===== src/rtl/assert_macros.svh =====
// Assertion macros shared by the RPM estimator modules.
// No dependencies; included by files that carry concurrent checks.
`ifndef ASSERT_MACROS_SVH
`define ASSERT_MACROS_SVH

// Antecedent implies consequent in the same cycle.
`define ASSERT_IMPLIES(label, clk, rst_n, ante, cons, msg) \
	label: assert property (@(posedge clk) disable iff (!rst_n) (ante) |-> (cons)) \
		else $error(msg);

// Antecedent implies consequent in the following cycle.
`define ASSERT_NEXT(label, clk, rst_n, ante, cons, msg) \
	label: assert property (@(posedge clk) disable iff (!rst_n) (ante) |=> (cons)) \
		else $error(msg);

// Condition holds at every edge out of reset.
`define ASSERT_ALWAYS(label, clk, rst_n, cond, msg) \
	label: assert property (@(posedge clk) disable iff (!rst_n) (cond)) \
		else $error(msg);

`endif


===== src/rtl/wre_pkg.sv =====
// Shared types and constants for the windowed RPM estimator.
// No dependencies; imported by the controller, datapath, divider and top level.
`default_nettype none

package wre_pkg;

	localparam int TIME_W     = 32;
	localparam int COUNT_W    = 15;
	localparam int RATE_W     = 16;
	localparam int SCALE_W    = 24;
	localparam int MOD_W      = 15;
	localparam int PROD_W     = SCALE_W + COUNT_W;
	localparam int REM_W      = 32;
	localparam int DIFF_W     = COUNT_W + 1;

	localparam int CFG_IDX_W  = 8;
	localparam int CFG_DATA_W = 24;
	localparam int IN_DATA_W  = 48;
	localparam int OUT_DATA_W = 32;

	localparam logic [CFG_IDX_W-1:0] REG_RATE_SCALE      = 8'd0;
	localparam logic [CFG_IDX_W-1:0] REG_COUNTER_MODULUS = 8'd1;

	localparam logic [SCALE_W-1:0] SCALE_RESET   = 24'd15000000;
	localparam logic [MOD_W-1:0]   MODULUS_RESET = 15'd32767;
	localparam logic [RATE_W-1:0]  RATE_MAX      = 16'hFFFF;

	typedef struct packed {
		logic [TIME_W-1:0]  time_us;
		logic [COUNT_W-1:0] pulse_count;
		logic [RATE_W-1:0]  rate;
	} snap_t;

	typedef enum logic [1:0] {
		DIV_MOD,
		DIV_INST,
		DIV_AVG
	} div_sel_t;

	typedef enum logic [3:0] {
		S_IDLE,
		S_FETCH,
		S_MOD_GO,
		S_MOD_WAIT,
		S_PULSE,
		S_MUL,
		S_INST_GO,
		S_INST_WAIT,
		S_SUM,
		S_AVG_GO,
		S_AVG_WAIT,
		S_OUT
	} ctrl_state_t;

	typedef struct packed {
		logic     in_load;
		logic     fetch;
		logic     div_start;
		div_sel_t div_sel;
		logic     pulse_calc;
		logic     mul;
		logic     inst_direct;
		logic     inst_take;
		logic     sum_upd;
		logic     out_load;
	} ctrl_cmd_t;

	typedef struct packed {
		logic div_done;
		logic inst_direct;
		logic out_free;
	} ctrl_sts_t;

endpackage

`default_nettype wire


===== src/rtl/wre_div.sv =====
// Shared restoring divider: one quotient bit per cycle, remainder kept.
// Depends on wre_pkg for the remainder width and assert_macros.svh.
`default_nettype none
`include "assert_macros.svh"

module wre_div #(
	parameter int NUM_W = 20,
	localparam int STEP_W = $clog2(NUM_W + 1)
) (
	input  wire logic                      clk,
	input  wire logic                      arst_n,
	input  wire logic                      start,
	input  wire logic [wre_pkg::REM_W-1:0] rem_init,
	input  wire logic [NUM_W-1:0]          num,
	input  wire logic [wre_pkg::REM_W-1:0] den,
	input  wire logic [STEP_W-1:0]         steps,
	output logic                           busy,
	output logic                           done,
	output logic [NUM_W-1:0]               quo,
	output logic [wre_pkg::REM_W-1:0]      rem
);
	import wre_pkg::*;

	logic [REM_W-1:0]  rem_q;
	logic [NUM_W-1:0]  num_q;
	logic [REM_W-1:0]  den_q;
	logic [STEP_W-1:0] cnt_q;
	logic              busy_q;
	logic              done_q;

	logic [REM_W:0]    trial;
	logic [REM_W:0]    diff;
	logic              ge;

	always_comb begin
		trial = {rem_q, num_q[NUM_W-1]};
		diff  = trial - {1'b0, den_q};
		ge    = trial >= {1'b0, den_q};
	end

	always_ff @(posedge clk or negedge arst_n) begin
		if (!arst_n) begin
			busy_q <= 1'b0;
			done_q <= 1'b0;
			cnt_q  <= '0;
		end else begin
			done_q <= busy_q && !start && (cnt_q == STEP_W'(1));
			if (start) begin
				busy_q <= 1'b1;
				cnt_q  <= steps;
			end else if (busy_q) begin
				cnt_q <= cnt_q - STEP_W'(1);
				if (cnt_q == STEP_W'(1)) begin
					busy_q <= 1'b0;
				end
			end
		end
	end

	always_ff @(posedge clk) begin
		if (start) begin
			rem_q <= rem_init;
			num_q <= num;
			den_q <= den;
		end else if (busy_q) begin
			rem_q <= ge ? diff[REM_W-1:0] : trial[REM_W-1:0];
			num_q <= {num_q[NUM_W-2:0], ge};
		end
	end

	assign busy = busy_q;
	assign done = done_q;
	assign quo  = num_q;
	assign rem  = rem_q;

	`ASSERT_IMPLIES(a_no_restart, clk, arst_n, start, !busy_q, "divider started while busy")
	`ASSERT_NEXT(a_done_ends, clk, arst_n, done_q, !busy_q && !done_q, "divider done not single")

endmodule

`default_nettype wire


===== src/rtl/wre_ctrl.sv =====
// Sequencer for one sample: fetch, modulo, multiply, divide, sum, average.
// Depends on wre_pkg for the state, command and status types.
`default_nettype none
`include "assert_macros.svh"

module wre_ctrl (
	input  wire logic                  clk,
	input  wire logic                  arst_n,
	input  wire logic                  in_valid,
	output logic                       in_ready,
	input  wire wre_pkg::ctrl_sts_t    sts,
	output wre_pkg::ctrl_cmd_t         cmd
);
	import wre_pkg::*;

	ctrl_state_t state_q;
	ctrl_state_t state_d;

	always_ff @(posedge clk or negedge arst_n) begin
		if (!arst_n) begin
			state_q <= S_IDLE;
		end else begin
			state_q <= state_d;
		end
	end

	always_comb begin
		state_d = state_q;
		unique case (state_q)
			S_IDLE:      if (in_valid) state_d = S_FETCH;
			S_FETCH:     state_d = S_MOD_GO;
			S_MOD_GO:    state_d = S_MOD_WAIT;
			S_MOD_WAIT:  if (sts.div_done) state_d = S_PULSE;
			S_PULSE:     state_d = S_MUL;
			S_MUL:       state_d = S_INST_GO;
			S_INST_GO:   state_d = sts.inst_direct ? S_SUM : S_INST_WAIT;
			S_INST_WAIT: if (sts.div_done) state_d = S_SUM;
			S_SUM:       state_d = S_AVG_GO;
			S_AVG_GO:    state_d = S_AVG_WAIT;
			S_AVG_WAIT:  if (sts.div_done) state_d = S_OUT;
			S_OUT:       if (sts.out_free) state_d = S_IDLE;
			default:     state_d = S_IDLE;
		endcase
	end

	always_comb begin
		cmd      = '0;
		in_ready = 1'b0;
		unique case (state_q)
			S_IDLE: begin
				in_ready    = 1'b1;
				cmd.in_load = in_valid;
			end
			S_FETCH: begin
				cmd.fetch = 1'b1;
			end
			S_MOD_GO: begin
				cmd.div_start = 1'b1;
				cmd.div_sel   = DIV_MOD;
			end
			S_PULSE: begin
				cmd.pulse_calc = 1'b1;
			end
			S_MUL: begin
				cmd.mul = 1'b1;
			end
			S_INST_GO: begin
				cmd.div_sel     = DIV_INST;
				cmd.inst_direct = sts.inst_direct;
				cmd.div_start   = !sts.inst_direct;
			end
			S_INST_WAIT: begin
				cmd.inst_take = sts.div_done;
			end
			S_SUM: begin
				cmd.sum_upd = 1'b1;
			end
			S_AVG_GO: begin
				cmd.div_start = 1'b1;
				cmd.div_sel   = DIV_AVG;
			end
			S_OUT: begin
				cmd.out_load = sts.out_free;
			end
			default: begin
				cmd = '0;
			end
		endcase
	end

	`ASSERT_NEXT(a_accept_fetch, clk, arst_n, cmd.in_load, state_q == S_FETCH,
		"accepted item did not advance to fetch")

endmodule

`default_nettype wire


===== src/rtl/wre_dp.sv =====
// Datapath: snapshot ring, pulse and span arithmetic, running sum, output register.
// Depends on wre_pkg, wre_div and assert_macros.svh.
`default_nettype none
`include "assert_macros.svh"

module wre_dp #(
	parameter int WINDOW_DEPTH = 10
) (
	input  wire logic                          clk,
	input  wire logic                          arst_n,
	input  wire wre_pkg::ctrl_cmd_t            cmd,
	output wre_pkg::ctrl_sts_t                 sts,
	input  wire logic [wre_pkg::SCALE_W-1:0]   rate_scale,
	input  wire logic [wre_pkg::MOD_W-1:0]     counter_modulus,
	input  wire logic [wre_pkg::TIME_W-1:0]    time_us,
	input  wire logic [wre_pkg::COUNT_W-1:0]   pulse_count,
	output logic                               out_valid,
	input  wire logic                          out_ready,
	output logic [wre_pkg::RATE_W-1:0]         rpm_average,
	output logic [wre_pkg::RATE_W-1:0]         rpm_instant
);
	import wre_pkg::*;

	localparam int SLOT_W = (WINDOW_DEPTH > 1) ? $clog2(WINDOW_DEPTH) : 1;
	localparam int CNT_W  = $clog2(WINDOW_DEPTH + 1);
	localparam int SUM_W  = RATE_W + CNT_W;
	localparam int STEP_W = $clog2(SUM_W + 1);

	snap_t                 mem [WINDOW_DEPTH];
	snap_t                 rd_q;
	logic [WINDOW_DEPTH-1:0] valid_q;

	logic [SLOT_W-1:0]     slot_q;
	logic [CNT_W-1:0]      filled_q;
	logic [SUM_W-1:0]      sum_q;

	logic [TIME_W-1:0]     time_q;
	logic [COUNT_W-1:0]    count_q;
	logic [TIME_W-1:0]     elapsed_q;
	logic                  neg_q;
	logic [COUNT_W-1:0]    mag_q;
	logic [RATE_W-1:0]     old_rate_q;
	logic [COUNT_W-1:0]    pulses_q;
	logic [PROD_W-1:0]     prod_q;
	logic [RATE_W-1:0]     inst_q;

	logic                  out_valid_q;
	logic [RATE_W-1:0]     avg_q;
	logic [RATE_W-1:0]     inst_out_q;

	snap_t                 old_snap;
	logic [DIFF_W-1:0]     diff;
	logic [DIFF_W-1:0]     diff_abs;
	logic [MOD_W-1:0]      mod_eff;
	logic [COUNT_W-1:0]    rem_small;
	logic                  span_zero;
	logic                  rate_sat;

	logic [REM_W-1:0]      div_rem_init;
	logic [SUM_W-1:0]      div_num;
	logic [REM_W-1:0]      div_den;
	logic [STEP_W-1:0]     div_steps;
	logic                  div_busy;
	logic                  div_done;
	logic [SUM_W-1:0]      div_quo;
	logic [REM_W-1:0]      div_rem;

	always_comb begin
		old_snap  = valid_q[slot_q] ? rd_q : '0;
		diff      = {1'b0, count_q} - {1'b0, old_snap.pulse_count};
		diff_abs  = diff[DIFF_W-1] ? (~diff + DIFF_W'(1)) : diff;
		mod_eff   = (counter_modulus == '0) ? MOD_W'(1) : counter_modulus;
		rem_small = div_rem[COUNT_W-1:0];
		span_zero = (elapsed_q == '0);
		rate_sat  = (REM_W'(prod_q[PROD_W-1:RATE_W]) >= elapsed_q);
	end

	always_comb begin
		div_rem_init = '0;
		div_num      = '0;
		div_den      = REM_W'(1);
		div_steps    = STEP_W'(SUM_W);
		unique case (cmd.div_sel)
			DIV_MOD: begin
				div_num   = {mag_q, {(SUM_W - COUNT_W){1'b0}}};
				div_den   = REM_W'(mod_eff);
				div_steps = STEP_W'(COUNT_W);
			end
			DIV_INST: begin
				div_rem_init = REM_W'(prod_q[PROD_W-1:RATE_W]);
				div_num      = {prod_q[RATE_W-1:0], {(SUM_W - RATE_W){1'b0}}};
				div_den      = elapsed_q;
				div_steps    = STEP_W'(RATE_W);
			end
			DIV_AVG: begin
				div_num   = sum_q;
				div_den   = REM_W'(filled_q);
				div_steps = STEP_W'(SUM_W);
			end
			default: begin
				div_num = '0;
			end
		endcase
	end

	wre_div #(
		.NUM_W(SUM_W)
	) u_div (
		.clk      (clk),
		.arst_n   (arst_n),
		.start    (cmd.div_start),
		.rem_init (div_rem_init),
		.num      (div_num),
		.den      (div_den),
		.steps    (div_steps),
		.busy     (div_busy),
		.done     (div_done),
		.quo      (div_quo),
		.rem      (div_rem)
	);

	always_ff @(posedge clk) begin
		if (cmd.sum_upd) begin
			mem[slot_q] <= '{time_us: time_q, pulse_count: count_q, rate: inst_q};
		end
		rd_q <= mem[slot_q];
	end

	always_ff @(posedge clk or negedge arst_n) begin
		if (!arst_n) begin
			valid_q  <= '0;
			slot_q   <= '0;
			filled_q <= '0;
			sum_q    <= '0;
		end else if (cmd.sum_upd) begin
			valid_q[slot_q] <= 1'b1;
			slot_q          <= (slot_q == SLOT_W'(WINDOW_DEPTH - 1)) ? '0
				: slot_q + SLOT_W'(1);
			if (filled_q < CNT_W'(WINDOW_DEPTH)) begin
				filled_q <= filled_q + CNT_W'(1);
			end
			sum_q <= sum_q - SUM_W'(old_rate_q) + SUM_W'(inst_q);
		end
	end

	always_ff @(posedge clk) begin
		if (cmd.in_load) begin
			time_q  <= time_us;
			count_q <= pulse_count;
		end
		if (cmd.fetch) begin
			elapsed_q  <= time_q - old_snap.time_us;
			neg_q      <= diff[DIFF_W-1];
			mag_q      <= diff_abs[COUNT_W-1:0];
			old_rate_q <= old_snap.rate;
		end
		if (cmd.pulse_calc) begin
			pulses_q <= (neg_q && rem_small != '0) ? (mod_eff - rem_small) : rem_small;
		end
		if (cmd.mul) begin
			prod_q <= PROD_W'(rate_scale) * PROD_W'(pulses_q);
		end
		if (cmd.inst_direct) begin
			inst_q <= span_zero ? '0 : RATE_MAX;
		end else if (cmd.inst_take) begin
			inst_q <= div_quo[RATE_W-1:0];
		end
		if (cmd.out_load) begin
			avg_q      <= (div_quo[SUM_W-1:RATE_W] != '0) ? RATE_MAX : div_quo[RATE_W-1:0];
			inst_out_q <= inst_q;
		end
	end

	always_ff @(posedge clk or negedge arst_n) begin
		if (!arst_n) begin
			out_valid_q <= 1'b0;
		end else if (cmd.out_load) begin
			out_valid_q <= 1'b1;
		end else if (out_ready) begin
			out_valid_q <= 1'b0;
		end
	end

	always_comb begin
		sts.div_done    = div_done;
		sts.inst_direct = span_zero || rate_sat;
		sts.out_free    = !out_valid_q || out_ready;
	end

	assign out_valid   = out_valid_q;
	assign rpm_average = avg_q;
	assign rpm_instant = inst_out_q;

	`ASSERT_ALWAYS(a_filled_bound, clk, arst_n, filled_q <= CNT_W'(WINDOW_DEPTH),
		"filled slot count exceeds window")
	`ASSERT_IMPLIES(a_sum_no_underflow, clk, arst_n, cmd.sum_upd,
		sum_q >= SUM_W'(old_rate_q), "running sum lacks the oldest rate")
	`ASSERT_IMPLIES(a_out_no_overwrite, clk, arst_n, cmd.out_load,
		!out_valid_q || out_ready, "pending result overwritten")
	`ASSERT_IMPLIES(a_div_idle_on_start, clk, arst_n, cmd.div_start, !div_busy,
		"divide requested while divider busy")

endmodule

`default_nettype wire


===== src/rtl/windowed_rpm_estimator.sv =====
// Windowed RPM estimator top level: config registers, controller and datapath.
// Each item runs the count modulo, the rate quotient and the average in turn on the
// shared bit-serial divider; the rate divide is skipped when the time span is zero
// or the rate saturates. SUM_W = 16 + clog2(depth + 1). A new item is accepted only
// once the previous result has been loaded into the output register.
// Reset: asynchronous, clears the ring valid flags, sum and counters and loads register defaults.
`default_nettype none

module windowed_rpm_estimator #(
	parameter int WINDOW_DEPTH = 10
) (
	input  wire logic                             clk,
	input  wire logic                             arst_n,
	input  wire logic                             s_axis_tvalid,
	output logic                                  s_axis_tready,
	// [31:0] time_us, [46:32] pulse_count, [47] zero
	input  wire logic [wre_pkg::IN_DATA_W-1:0]    s_axis_tdata,
	output logic                                  m_axis_tvalid,
	input  wire logic                             m_axis_tready,
	// [15:0] rpm_average, [31:16] rpm_instant
	output logic [wre_pkg::OUT_DATA_W-1:0]        m_axis_tdata,
	input  wire logic                             cfg_valid,
	output logic                                  cfg_ready,
	input  wire logic [wre_pkg::CFG_IDX_W-1:0]    cfg_index,
	input  wire logic [wre_pkg::CFG_DATA_W-1:0]   cfg_data
);
	import wre_pkg::*;

	logic [SCALE_W-1:0] scale_q;
	logic [MOD_W-1:0]   modulus_q;
	ctrl_cmd_t          cmd;
	ctrl_sts_t          sts;
	logic [RATE_W-1:0]  rpm_average;
	logic [RATE_W-1:0]  rpm_instant;

	assign cfg_ready = 1'b1;

	always_ff @(posedge clk or negedge arst_n) begin
		if (!arst_n) begin
			scale_q   <= SCALE_RESET;
			modulus_q <= MODULUS_RESET;
		end else if (cfg_valid) begin
			unique case (cfg_index)
				REG_RATE_SCALE: begin
					scale_q <= cfg_data[SCALE_W-1:0];
				end
				REG_COUNTER_MODULUS: begin
					modulus_q <= cfg_data[MOD_W-1:0];
				end
				default: begin
				end
			endcase
		end
	end

	wre_ctrl u_ctrl (
		.clk      (clk),
		.arst_n   (arst_n),
		.in_valid (s_axis_tvalid),
		.in_ready (s_axis_tready),
		.sts      (sts),
		.cmd      (cmd)
	);

	wre_dp #(
		.WINDOW_DEPTH(WINDOW_DEPTH)
	) u_dp (
		.clk             (clk),
		.arst_n          (arst_n),
		.cmd             (cmd),
		.sts             (sts),
		.rate_scale      (scale_q),
		.counter_modulus (modulus_q),
		.time_us         (s_axis_tdata[TIME_W-1:0]),
		.pulse_count     (s_axis_tdata[TIME_W+COUNT_W-1:TIME_W]),
		.out_valid       (m_axis_tvalid),
		.out_ready       (m_axis_tready),
		.rpm_average     (rpm_average),
		.rpm_instant     (rpm_instant)
	);

	assign m_axis_tdata = {rpm_instant, rpm_average};

endmodule

`default_nettype wire


===== config.mk =====
export PLATFORM = sky130hd
export DESIGN_NAME = windowed_rpm_estimator
export DESIGN_NICKNAME = d
export VERILOG_FILES = /design/src/rtl/wre_pkg.sv /design/src/rtl/wre_div.sv /design/src/rtl/wre_ctrl.sv /design/src/rtl/wre_dp.sv /design/src/rtl/windowed_rpm_estimator.sv
export VERILOG_INCLUDE_DIRS = /design/src /design/src/rtl
export SDC_FILE = /design/constraint.sdc
export NUM_CORES = 2
export LEC_CHECK = 0
export BUFFER_PORTS_ARGS = -buffer_cell sky130_fd_sc_hd__buf_2
export CAP_MARGIN = 20
export CORE_MARGIN = 3
export CORE_UTILIZATION = 60
export CTS_CLUSTER_SIZE = 28
export DETAILED_ROUTE_END_ITERATION = 10
export PLACE_DENSITY = 0.77
export SYNTH_ARGS = -nofsm -noshare
export SYNTH_HDL_FRONTEND = slang
export SYNTH_SLANG_ARGS = --single-unit

===== constraint.sdc =====
create_clock -name clk -period 8.5 [get_ports clk]
set_clock_uncertainty 0.2 [all_clocks]
set_input_delay 1.7 -clock clk [delete_from_list [all_inputs] [get_ports clk]]
set_output_delay 1.7 -clock clk [all_outputs]
set_load 0.02 [all_outputs]

# --- Yosys cells after proc, flatten, opt, wreduce, memory -nomap -nowiden ---
# Memories as Yosys holds them, arrays and structs flattened. A register that Yosys moved wholly into a read port is not among the register bits.
# Cells that the tools add are included.
totals:
  reg_bits: 386
  mem_bits_rw: 630
  input_bits: 85
  out_inout_bits: 35
  word_cells: 135
  mem_count: 1
classes:
  addsub: 10
  multipliers: 1
  order_cmp: 5
  n_eq_ne: 21
  muxes: 47
  bitwise_logic: 2
  reduce_logical: 23
mem_list:
  columns: ["name", "words", "word_bits", "rd", "rd_ports_with_merged_regs", "wr", "line_no", "rtl"]
  rows:
  - ["u_dp.mem", 10, 63, 1, 1, 1, "wre_dp.sv:29", "snap_t mem [WINDOW_DEPTH];"]
ops:
  columns: ["operator", "n"]
  rows:
  - ["$mux W32", 3]
  - ["$pmux W32 S3", 1]
  - ["$sub A32 B32 Y32", 2]
  - ["$mux W63", 1]
  - ["$pmux W20 S3", 1]
  - ["$mux W16", 3]
  - ["$pmux W4 S12", 1]
  - ["$mux W15", 3]
  - ["$mux W20", 2]
  - ["$mul A24 B15 Y39", 1]
  - ["$ge A33 B32 Y1", 1]
  - ["$ge A23 B32 Y1", 1]
  - ["$logic_not A32 Y1", 1]
  - ["$mux W4", 7]
  - ["$mux W23", 1]
  - ["$add A20 B16 Y20", 1]
  - ["$eq A4 B4 Y1 const B", 5]
  - ["$sub A20 B16 Y20", 1]
  - ["$mux W1", 18]
  - ["$eq A4 B3 Y1 const B", 4]
  - ["$sub A15 B15 Y16", 1]
  - ["$add A15 B1 Y15 const B", 1]
  - ["$logic_not A15 Y1", 1]
  - ["$not A15 Y15", 1]
  - ["31 further kinds", 47]

# --- Longest topological paths before layout ---
depth:
  depth_word: 7
  ltp_mapped: 25

# --- By module ---
# A second synthesis with hierarchy kept.
hier_totals:
  cells_unflattened: 4465
  area_unflattened_um2: 58581.2
modules_own_cells:
  columns: ["mod", "instances", "cells_each", "area_per_inst_um2", "seq_area_each_um2"]
  rows:
  - ["wre_dp", 1, 3799, 51057.7, 27551.4]
  - ["wre_div", 1, 525, 5535.3, 2697.6]
  - ["windowed_rpm_estimator", 1, 89, 1582.8, 1007.2]
  - ["wre_ctrl", 1, 52, 405.4, 100.1]

# --- Least setup slack after synthesis ---
# Ideal clock, no wire load.
synth_path:
  kind: "reg2reg"
  from: "reg u_dp.slot_q[0]"
  to: "reg u_dp.valid_q[0]"
  arrival_ns: 6.201
  slack_ns: 2.007
  stages_incl_launch_ff: 7
  n_path_buf: 3
  synth_period_minus_slack_ns: 6.493
  cell_sequence: "dfrtp_1 clkbuf_1 buf_2 buf_2 or3_1 nor3_1 or2_2"
synth_via:
  elab_chain_len: 5
  elab_cells_between_ends: 6
synth_lines:
  columns: ["element", "line_no", "rtl"]
  rows:
  - ["from (decl)", "wre_dp.sv:33", "logic [SLOT_W-1:0] slot_q;"]
  - ["from (signal assigned)", "wre_dp.sv:137", "slot_q <= (slot_q == SLOT_W'(WINDOW_DEPTH - 1)) ? '0"]
  - ["$lt A4 B5 Y1 (implied by the code) or $ge A4 B1 Y1 (tied branches)", "wre_dp.sv:136", "valid_q[slot_q] <= 1'b1;"]
  - ["$logic_and A1 B1 Y1 (implied by the code)", "wre_dp.sv:136", null]
  - ["$mux W1 (implied by the code)", "wre_dp.sv:136", null]
  - ["$demux W1 S4 *", null, null]
  - ["$or A10 B10 Y10 (no source line) *", null, null]
  - ["to (signal assigned)", "wre_dp.sv:131", "valid_q <= '0;"]
  - ["to (signal, indexed assignment)", "wre_dp.sv:136", null]
  - ["to (decl)", "wre_dp.sv:31", "logic [WINDOW_DEPTH-1:0] valid_q;"]
# Every way passes the cells marked *; elsewhere a longest branch is shown, timed or not.
# A chain may end at the register's enable or synchronous reset.

# --- Final worst setup path ---
layout_path:
  from: "reg u_dp.pulses_q[9]"
  to: "reg u_dp.prod_q[37], data pin"
layout_via:
  elab_chain_len: 1
layout_lines:
  columns: ["element", "line_no", "rtl"]
  rows:
  - ["from (decl)", "wre_dp.sv:43", "logic [COUNT_W-1:0] pulses_q;"]
  - ["from (signal assigned)", "wre_dp.sv:158", "pulses_q <= (neg_q && rem_small != '0) ? (mod_eff - rem_small) : rem_small;"]
  - ["$mul A24 B15 Y39", "wre_dp.sv:161", "prod_q <= PROD_W'(rate_scale) * PROD_W'(pulses_q);"]
  - ["to (signal assigned)", "wre_dp.sv:161", null]
  - ["to (decl)", "wre_dp.sv:44", "logic [PROD_W-1:0] prod_q;"]
# Every way passes these cells.

==> results.toml <==
[synthesis]
syn_area_sq_um = 58300
synthArstFlopShare = 0.0825
synth.distinct_cells = 76
ys_seq_area_frac = 0.538
synth_area_leaders = "edfxtp_1 (48%), fa_1 (10%), ha_1 (5.2%)"
ys_warn_count = 0
yosys_most_used_dff = "edfxtp_1"
yosysTopAreaCellShare = 0.478
postSynthCellCount = 4442
synth_edf_count = 927
ys_seq_elements = 1079
synth_nets = 5073
syn_avg_cell_area_sq_um = 13.1
yosys.area.top_type = "edfxtp_1"

[route]
avgRoutedWirePerCell_um = 21.6
drc = 0
wl_mm = 127
vias = 35100
wl_met2_mm = 61.6
drtIter0Drc = 2921
viasPerCell = 5.98
antenna_left = 0
wl_met3_mm = 9.20
top_layer_used = "met5"
first_pass_iters = 6
m1WireLength_mm = 51.9

[critical_path]
cp.depth = 20
regToRegSetupSlack_ps = 990
crit_top_cell = "fa_1"
crit_buf_inv = 3
reg2reg_to = "u_dp.prod_q[37]"
worst-setup-path-type = "flip-flop to flip-flop"
r2r_cells = 20
cp.arrival_ps = 7740
crit_path_max_fanout = 24
cp-startpoint = "u_dp.pulses_q[9]"
cp_data_required_time_ps = 8720
crit_chain = "nand2_1 -> fa_1 -> inv_1 -> fa_1 -> fa_1 -> fa_1 -> fa_1 -> inv_1 -> fa_1 -> inv_1 -> ha_1 -> nand4_1 -> a211oi_1 -> nor3_1 -> a211oi_1 -> o2111ai_1 -> a31oi_1 -> o21a_1 -> nor2_1 -> xnor2_1"
crit_path_start_kind = "flip-flop"
critical-path-top-delay-family = "adder cells"
end_kind = "flip-flop"
cpPeakStageDelay_ps = 1110
cp_slowest_cell = "edfxtp_1"
r2r-start = "u_dp.pulses_q[9]"
cp-endpoint = "u_dp.prod_q[37]"

[pwr]
power_frac_clock = 0.430
power.internal_uw = 8780
pwr-share-comb = 0.057
p_leak_uw = 0.0246
irDropWorstVdd_mv = 0.195
pwr-share-seq = 0.513
switching_share = 0.215
switchingPower_uw = 2410
power_density_nw_per_um2 = 175
power_uw = 11200

[clock_tree]
post_cts_buffers = 0
clock_path_buffers = 3
cts_tree = "yes"
cts.sinks = 1079
clock_latency_ps = 710
clock-root-buffer = "clkbuf_16"
cts_buffers = 107
post_cts_resized = 0
htreeDepth = 3
clk_pin_slew_worst_paths_ps = 60
cts_hold_buf = 0

[final_layout]
antenna_cells = 0
area.growth.synth_to_final_pct = 9.49
fillers = 6708
drive_gt1_frac = 0.123
fin_nets = 5150
final_util = 0.667
layout_common_cells = "edfxtp_1 (927), inv_1 (475), nand2_1 (403)"
final_common_cell = "edfxtp_1"

[sta]
worst_slack_ps = 986
final.period_utilization = 0.884
setup_viol = 0
fmax_mhz = 133
rsz0062_at_grt = "false"
tns_ps = 0
final_max_slew_viol_count = 0
worst_pin_slew_ps = 1150
period_needed_ps = 7510
hold_viol = 0
slew-limit-headroom = 0.232

[floorplan]
row_count = 113
initial_core_util = 0.609
fp.dieH_um = 318
die-area_sq_um = 101000
die_x_um = 318
coreArea_sq_um = 95700
io_pins = 120

[global_route]
grt_max_degree = 118
antenna_found_initial = 2
overflow = 0
grt_pass1_wl_mm = 203
grt_pass1_vias = 36400
track_usage = 0.255

[placed_design]
dp_slack_ps = 1150
place_congestion = 0.886
port_buffers = 117
place_hpwl_mm = 83.3

[hold_path]
min_path_type = "flip-flop to flip-flop"

[flow_run]
maxCapViolations = 0

[run_status]
status = "finished clean"
==> sequential cells by signal, indices dropped and copies added, names as in the netlist, 4 cells and up <==
signal,flops
u_dp.u_div.den_q,32
modulus_q,15
u_dp.rpm_instant,16
u_ctrl.state_q,4
u_dp.mem,630
u_dp.count_q,15
u_dp.mag_q,15
u_dp.filled_q,4
u_dp.prod_q,39
u_dp.u_div.rem,32
u_dp.sum_q,20
u_dp.u_div.cnt_q,5
scale_q,24
u_dp.inst_q,16
u_dp.old_rate_q,16
u_dp.u_div.quo,20
u_dp.pulses_q,15
u_dp.slot_q,4
u_dp.elapsed_q,32
u_dp.rpm_average,16
u_dp.valid_q,10
u_dp.rd_q,63
u_dp.time_q,32
==> cell type report <==
class / instances / area, sq um / share of cell area
sequential: 1079 / 31400 / 0.492
clock buffer: 149 / 2980 / 0.0466
clock inverter: 52 / 607 / 0.00951
tap: 1265 / 1580 / 0.0248
inverter: 476 / 1790 / 0.0280
timing repair buffer: 162 / 970 / 0.0152
multi-input combinational: 2693 / 24500 / 0.384
==> per-stage QoR <==
step	cell area (sq um)	hold WS, ps	instances
2_1_floorplan	58300	234	4442
3_3_place_gp	60200	248	5670
3_5_place_dp	60200	250	5673
4_1_cts	63800	265	5874
5_1_grt	63800	285	5876
6_report	63800	265	5876
==> worst register-to-register path: cells and delay by family (launching register included) <==
family	cells	cell delay (ps)
adder cells (fa/ha/maj)	7	3450
AO/OA/AOI/OAI	5	1670
flip-flops	1	1110
AND/OR/NAND/NOR	4	550
buffers and inverters	3	150
XOR/XNOR	1	120
==> synthesized netlist by cell type, types with 5 or more instances <==
| cell type | instances |
|---|---|
| a21oi_1 | 175 |
| o21ai_0 | 109 |
| nor4_1 | 21 |
| mux2_2 | 44 |
| xnor2_1 | 94 |
| nand2b_1 | 36 |
| a21o_1 | 60 |
| a211o_1 | 6 |
| dfrtp_1 | 64 |
| nor2b_1 | 80 |
| nand4_1 | 13 |
| a221o_1 | 9 |
| nand3b_1 | 5 |
| and2_1 | 224 |
| a21boi_0 | 9 |
| or3_1 | 15 |
| a211oi_1 | 83 |
| buf_1 | 23 |
| o31ai_1 | 20 |
| nand3_1 | 42 |
| nor2_1 | 133 |
| xor2_1 | 44 |
| o21bai_1 | 18 |
| o21a_1 | 35 |
| nor3b_1 | 7 |
| clkbuf_1 | 158 |
| fa_1 | 304 |
| a31oi_1 | 31 |
| nand2_1 | 403 |
| and3_1 | 15 |
| ha_1 | 242 |
| mux4_2 | 128 |
| o211ai_1 | 11 |
| dfstp_2 | 25 |
| a22o_1 | 6 |
| inv_1 | 475 |
| a31o_2 | 5 |
| buf_2 | 8 |
| mux2i_1 | 119 |
| edfxtp_1 | 927 |
| dfxtp_1 | 63 |
| or2_2 | 13 |
| a22oi_1 | 15 |
| nor3_1 | 54 |
| a41oi_1 | 6 |
==> layer usage <==
metal / vias up / GRT usage
met1: 17800 / 0.349
li1: 15900 / -
met4: 2 / 0.0864
met2: 1227 / 0.416
met5: - / 0
met3: 254 / 0.0469
==> how the worst min path moves through the flow <==
stage                               start         endpoint  slack, ps  depth (start not counted)
after floorplan           u_dp.valid_q[2]  u_dp.valid_q[2]        230                          1
after global placement    u_dp.valid_q[7]  u_dp.valid_q[7]        250                          1
after detailed placement  u_dp.valid_q[6]  u_dp.valid_q[6]        250                          1
after CTS                 u_dp.valid_q[6]  u_dp.valid_q[6]        260                          1
after global routing      u_dp.valid_q[1]  u_dp.valid_q[1]        290                          1
final                     u_dp.valid_q[6]  u_dp.valid_q[6]        270                          1
==> power by group through the flow <==
stage / sequential (uW) / combinational [uW] / clock [uW]
5_1_grt: 5740 / 727 / 5100
3_5_place_dp: 5860 / 633 / 0
4_1_cts: 5740 / 646 / 4880
2_1_floorplan: 5830 / 469 / 0
3_3_place_gp: 5850 / 625 / 0
6_report: 5740 / 633 / 4810
==> cell families (layout without fill, tap and decap cells) <==
logic type | Yosys count | count (layout) | synth area share
XOR/XNOR | 138 | 138 | 0.0207
multiplexers | 291 | 291 | 0.0784
AO/OA/AOI/OAI | 647 | 647 | 0.0725
other | 1 | 1 | 0.0000643
buffers and inverters | 670 | 839 | 0.0438
adder cells (fa/ha/maj) | 546 | 546 | 0.156
flip-flops | 1079 | 1079 | 0.538
AND/OR/NAND/NOR | 1070 | 1070 | 0.0903
Power figures use the tool's default switching activity.
